==> src/rtl/core/dpbp_pkg.sv <==
// shared types, widths and constants of the depth pixel back-projection unit
package dpbp_pkg;

  localparam int unsigned DEPTH_W     = 16;
  localparam int unsigned COORD_W     = 12;
  localparam int unsigned FOCAL_W     = 20;
  localparam int unsigned CENTER_W    = 16;
  localparam int unsigned MAG_W       = 16;
  localparam int unsigned PROD_W      = 32;
  localparam int unsigned DEN_W       = 30;
  localparam int unsigned QUO_W       = 31;
  localparam int unsigned PLOW_W      = 15;
  localparam int unsigned Z_W         = 23;
  localparam int unsigned OUT_W       = 32;
  localparam int unsigned IN_TDATA_W  = 40;
  localparam int unsigned OUT_TDATA_W = 88;
  localparam int unsigned CFG_IDX_W   = 2;
  localparam int unsigned CFG_DATA_W  = 20;

  localparam int unsigned MAX_COLUMNS_DEF = 4096;
  localparam int unsigned MAX_ROWS_DEF    = 4096;

  // front stages, one stage per quotient bit, output register
  localparam int unsigned PRE_STG = 3;
  localparam int unsigned NSTG    = PRE_STG + QUO_W + 1;

  localparam logic [9:0] MM_PER_M = 10'd1000;

  // z = floor(depth * 65536 / 1000) = (depth * Z_RECIP) >> Z_SHIFT
  localparam logic [32:0] Z_RECIP = 33'd4398046512;
  localparam int unsigned Z_SHIFT = 26;
  localparam int unsigned ZP_W    = DEPTH_W + 33;

  localparam logic [FOCAL_W-1:0]  FOCAL_X_RST  = 20'd6400;
  localparam logic [FOCAL_W-1:0]  FOCAL_Y_RST  = 20'd6400;
  localparam logic [CENTER_W-1:0] CENTER_X_RST = 16'd5120;
  localparam logic [CENTER_W-1:0] CENTER_Y_RST = 16'd3840;

  localparam logic [OUT_W-1:0] SAT_POS = 32'h7fff_ffff;
  localparam logic [OUT_W-1:0] SAT_NEG = 32'h8000_0000;

  typedef enum logic [CFG_IDX_W-1:0] {
    CFG_FOCAL_X  = 2'd0,
    CFG_FOCAL_Y  = 2'd1,
    CFG_CENTER_X = 2'd2,
    CFG_CENTER_Y = 2'd3
  } cfg_idx_t;

  // per-item flags that ride alongside the divider
  typedef struct packed {
    logic           sgn_x;
    logic           sgn_y;
    logic           sat_x;
    logic           sat_y;
    logic           pv;
    logic [Z_W-1:0] z;
  } side_t;

  // divisor 1000 * focal, a zero focal counts as one
  function automatic logic [DEN_W-1:0] den_of(input logic [FOCAL_W-1:0] f);
    logic [FOCAL_W-1:0] f1;
    f1 = (f == '0) ? FOCAL_W'(1) : f;
    return DEN_W'(DEN_W'(f1) * DEN_W'(MM_PER_M));
  endfunction

endpackage

==> src/rtl/core/dpbp_div.sv <==
// pipelined restoring divider, one quotient bit per stage
module dpbp_div (
  input  logic                         clk,
  input  logic [dpbp_pkg::QUO_W-1:0]   ld,
  input  logic [dpbp_pkg::DEN_W-1:0]   rem_in,
  input  logic [dpbp_pkg::PLOW_W-1:0]  low_in,
  input  logic [dpbp_pkg::DEN_W-1:0]   den,
  output logic [dpbp_pkg::QUO_W-1:0]   quo
);
  import dpbp_pkg::*;

  logic [DEN_W-1:0]  rem_r [QUO_W];
  logic [QUO_W-1:0]  quo_r [QUO_W];
  logic [PLOW_W-1:0] low_r [PLOW_W-1];

  for (genvar j = 0; j < QUO_W; j++) begin : g_stg
    logic [DEN_W-1:0] rem_prev;
    logic [QUO_W-1:0] quo_prev;
    logic             nbit;
    logic [DEN_W:0]   trial;
    logic             qbit;
    logic [DEN_W-1:0] rem_nxt;
    logic [QUO_W-1:0] quo_nxt;

    if (j == 0) begin : g_first
      assign rem_prev = rem_in;
      assign quo_prev = '0;
      assign nbit     = low_in[PLOW_W-1];
    end else begin : g_next
      assign rem_prev = rem_r[j-1];
      assign quo_prev = quo_r[j-1];
      if (j < PLOW_W) begin : g_bit
        assign nbit = low_r[j-1][PLOW_W-1];
      end else begin : g_zero
        assign nbit = 1'b0;
      end
    end

    if (j < PLOW_W - 1) begin : g_low
      logic [PLOW_W-1:0] low_prev;
      logic [PLOW_W-1:0] low_nxt;
      if (j == 0) begin : g_lin
        assign low_prev = low_in;
      end else begin : g_lreg
        assign low_prev = low_r[j-1];
      end
      assign low_nxt = {low_prev[PLOW_W-2:0], 1'b0};
      always_ff @(posedge clk) begin
        if (ld[j]) begin
          low_r[j] <= low_nxt;
        end
      end
    end

    always_comb begin
      trial   = {rem_prev, nbit};
      qbit    = (trial >= {1'b0, den});
      rem_nxt = qbit ? DEN_W'(trial - {1'b0, den}) : trial[DEN_W-1:0];
      quo_nxt = {quo_prev[QUO_W-2:0], qbit};
    end

    always_ff @(posedge clk) begin
      if (ld[j]) begin
        rem_r[j] <= rem_nxt;
        quo_r[j] <= quo_nxt;
      end
    end
  end

  assign quo = quo_r[QUO_W-1];

endmodule

==> config.mk <==
export PLATFORM = sky130hd
export DESIGN_NAME = dpbp_div
export DESIGN_NICKNAME = d
export VERILOG_FILES = /design/src/rtl/core/dpbp_pkg.sv /design/src/rtl/core/dpbp_div.sv
export SDC_FILE = /design/constraint.sdc
export NUM_CORES = 2
export LEC_CHECK = 0
export BUFFER_PORTS_ARGS = -buffer_cell sky130_fd_sc_hd__buf_2
export CAP_MARGIN = 20
export CORE_MARGIN = 5
export CORE_UTILIZATION = 60
export CTS_CLUSTER_SIZE = 24
export DETAILED_ROUTE_END_ITERATION = 8
export PLACE_DENSITY_LB_ADDON = 0.25
export RECOVER_POWER = 100
export SLEW_MARGIN = 20
export SYNTH_ARGS = -nofsm -noshare
export SYNTH_HDL_FRONTEND = slang
export SYNTH_SLANG_ARGS = --single-unit
==> constraint.sdc <==
create_clock -name clk -period 8.2 [get_ports clk]
set_clock_uncertainty 0.2 [all_clocks]
set_input_delay 0 -clock clk [delete_from_list [all_inputs] [get_ports clk]]
set_output_delay 0 -clock clk [all_outputs]
set_load 0.005 [all_outputs]
==> impl_metrics.py <==
metrics = {
    "status": {
        "status": "complete, but fails checks",
        "violations": "max-capacitance violations, max-slew violations",
    },
    "sta": {
        "relSlewSlack_pct": -149,
        "final.period_utilization_pct": 81.5,
        "finalHoldViolations": 0,
        "timing.hold.ws_ns": 0.0794,
        "rsz0062_at_grt": "no",
        "fmax_mhz": 150,
        "finalSetupViolations": 0,
        "tns_ns": 0,
        "layout_setup_ws_ns": 1.52,
        "tightest_slew_ns": 3.74,
        "finalCriticalPeriod_ns": 6.68,
        "drv_slew": 1963,
    },
    "cells_and_area": {
        "regArea_um2": 45100,
        "syn_to_final_growth_pct": 9.99,
        "drive_above_1_share_pct": 7.60,
        "nNetsFinal": 10637,
        "mostFrequentLayoutCell": "edfxtp_1",
        "multi_input_area_um2": 51200,
        "fin_util_pct": 66.5,
        "final_cell_mix": "1501 x edfxtp_1, 929 x ha_1, 875 x a21oi_1, 845 x nand2_1, 799 x o21ai_0",
        "fill_cells": 12523,
    },
    "critical_path": {
        "arrival_ns": 7.04,
        "crit_chain": "dlygate4sd3_1 > buf_2 > buf_4 > clkinvlp_2 > clkbuf_1 > ha_1 > nor2b_1 > o31a_1 > o31ai_1 > a21oi_1 > o211ai_1 > a21o_1 > nand2_1 > a31oi_1 > o21ai_0 > a41o_1 > clkbuf_1 > mux2_2",
        "required_ns": 8.56,
        "critPathMaxStageDelay_ns": 1.89,
        "worstSetupStartpointType": "input port",
        "path_class": "in2reg",
        "r2r-start": "rem_r[0][390]",
        "timing.rr.end": "rem_r[0][444]",
        "reg2reg_depth": 12,
        "critPathTopFamily": "buffers and inverters",
        "r2r_setup_slack_ns": 2.15,
        "path_buf_inv": 6,
        "critPathMostFrequentCell": "clkbuf_1",
        "cp-end-kind": "register",
        "cp_max_fo": 25,
        "slowest_stage": "clkbuf_1",
    },
    "yosys": {
        "ys_seq_area_share_pct": 45.7,
        "synth_top_area_share_pct": 45.7,
        "synth.distinct_cells": 97,
        "synth_edf_count": 1501,
        "synth_nets": 10310,
        "ys_top_cells_by_area": "edfxtp_1 46%, ha_1 12%, a21oi_1 4.4%",
        "async_flop_share_pct": 0,
        "syn_inst": 9244,
        "yosys.area.top_type": "edfxtp_1",
        "ys_warn_count": 0,
        "syn_area_um2": 98600,
        "syn_area_per_cell_um2": 10.7,
        "ys_seq_elements": 1501,
        "synth_ff_type": "edfxtp_1",
    },
    "floorplanning": {
        "core_um2": 163000,
        "fp.dieH_um": 415,
        "io_pins": 138,
        "num_rows": 148,
        "start_util_pct": 60.5,
        "die_x_um": 415,
        "die_area_um2": 172000,
    },
    "place": {
        "port_buffers": 137,
        "dp_hpwl_mm": 199,
        "gp_congestion": 0.957,
        "dpl_worst_slack_ns": 3.06,
    },
    "clocking": {
        "clock_latency_ns": 0.82,
        "cts_tree": "built",
        "cts_sinks": 1501,
        "cts_resized": 0,
        "path_clk_slew_ns": 0.06,
        "cts_buffers": 161,
        "htreeDepth": 4,
        "cts_setup_buffers": 0,
        "clockBufferDepth": 3,
        "cts_root_buffer": "clkbuf_16",
    },
    "global_route": {
        "grt_pass1_wl_mm": 417,
        "grt_max_degree": 61,
        "antenna_found_initial": 9,
        "gr-total-overflow": 0,
        "grt_pass1_vias": 72870,
        "grtUsageTotal_pct": 30.9,
    },
    "power_and_ir_drop": {
        "vdd_drop_max_v": 0.000287,
        "p_leak_nw": 43.2,
        "p_per_area_nw_per_um2": 432,
        "p_total_w": 0.0468,
    },
    "route": {
        "post_drt_wl_per_cell_um": 23.2,
        "num_vias": 75006,
        "drc": 0,
        "routed_via_density": 6.31,
        "drtAntennaViolNets": 0,
        "wirelength_mm": 276,
        "drt_iter0_markers": 6737,
        "firstDrtPassIters": 6,
    },
    "min_path": {
        "hold_end": "rem_r[0][130]",
        "hold_path_startpoint": "den[10]",
        "min_path_type": "in2reg",
        "whs_path_depth": 5,
    },
    "job": {
        "drv_cap": 43,
    },
}
[stage by stage]
step / instances / instance area, µm²
after floorplan: 9244 / 98600
after global placement: 11422 / 102000
after detailed placement: 11422 / 102000
after CTS: 11877 / 109000
after global routing: 11883 / 108000
final: 11886 / 108000
[cell families (layout without fill, tap and decap cells)]
logic type / Yosys count / after routing / share of synthesized area (%)
compound gates: 2928 / 2928 / 18.6
xor+xnor: 753 / 753 / 6.69
fa+ha+maj: 959 / 959 / 12.4
buf+inv: 498 / 961 / 2.12
flops: 1501 / 1501 / 45.7
mux: 308 / 308 / 3.72
other cells: 0 / 4 / 0
simple gates: 2297 / 2297 / 10.8
[flip-flops by register name (all words and copies together) (netlist names)]
register and flops:
quo_r 496, low_r 105, rem_r 900
[layer usage]
layer | track usage, % | wire length [µm] | up-vias
li1 | - | - | 35682
met1 | 36.3 | 105000 | 35619
met2 | 54.3 | 136000 | 2815
met3 | 4.06 | 16200 | 888
met4 | 18.2 | 19100 | 2
met5 | 0 | 7 | -
[worst min-delay path, cell delays in order]
cell and delay, ns:
buf_2 0.09, inv_2 0.17, ha_1 0.44, xnor2_1 0.13
mux2_2 0.14
[final cells by class]
cell class	count	share of cell area, %
Sequential cell	1501	41.6
Multi-Input combinational cell	7245	47.2
Timing Repair Buffer	395	2.68
Clock inverter	119	1.30
Tap cell	2175	2.51
Clock buffer	180	3.78
Antenna cell	4	0.00923
Inverter	267	0.926
[cells in the mapped netlist (all sizes together), types with 19 or more instances]
| cell | count |
|---|---|
| o21ai | 811 |
| mux2 | 289 |
| a211o | 28 |
| a31oi | 75 |
| fa | 30 |
| and2 | 47 |
| nand4 | 122 |
| nor3 | 100 |
| a21oi | 875 |
| nand3 | 161 |
| o211ai | 42 |
| xnor2 | 432 |
| nor4 | 22 |
| a21boi | 36 |
| xor2 | 321 |
| inv | 267 |
| a211oi | 78 |
| a221o | 21 |
| mux2i | 19 |
| and4 | 20 |
| edfxtp | 1501 |
| o21bai | 97 |
| ha | 929 |
| o21a | 107 |
| nor2b | 100 |
| nand2 | 845 |
| or2 | 32 |
| o41ai | 21 |
| nor2 | 585 |
| a41oi | 20 |
| nand2b | 110 |
| clkbuf | 134 |
| buf | 97 |
| o31ai | 75 |
| and3 | 75 |
| a21o | 454 |
| or3 | 23 |
[worst max-delay path by stage]
stage	start	endpoint	slack, ns	cells past startpoint
global placement	den[16]	rem_r[1][271]	3.10	15
floorplan	den[1]	rem_r[1][100]	3.77	14
CTS	den[1]	rem_r[0][14]	2.87	20
detailed placement	den[10]	rem_r[1][301]	3.06	15
finish	den[1]	rem_r[1][43]	1.52	18
global route	den[1]	rem_r[0][61]	1.18	17
[report_power, final]
group | internal (W) | switching, W
logic | 0.0105 | 0.0139
clock network | 0.00441 | 0.00318
registers | 0.0128 | 0.00211
total | 0.0276 | 0.0192
[repair_timing]
item / in CTS / in global routing
hold endpoints to repair: 1601 / 14
hold buffers: 156 / 1
setup endpoints to repair: 0 / 0
Note: power is estimated with default switching activity, not from simulation.
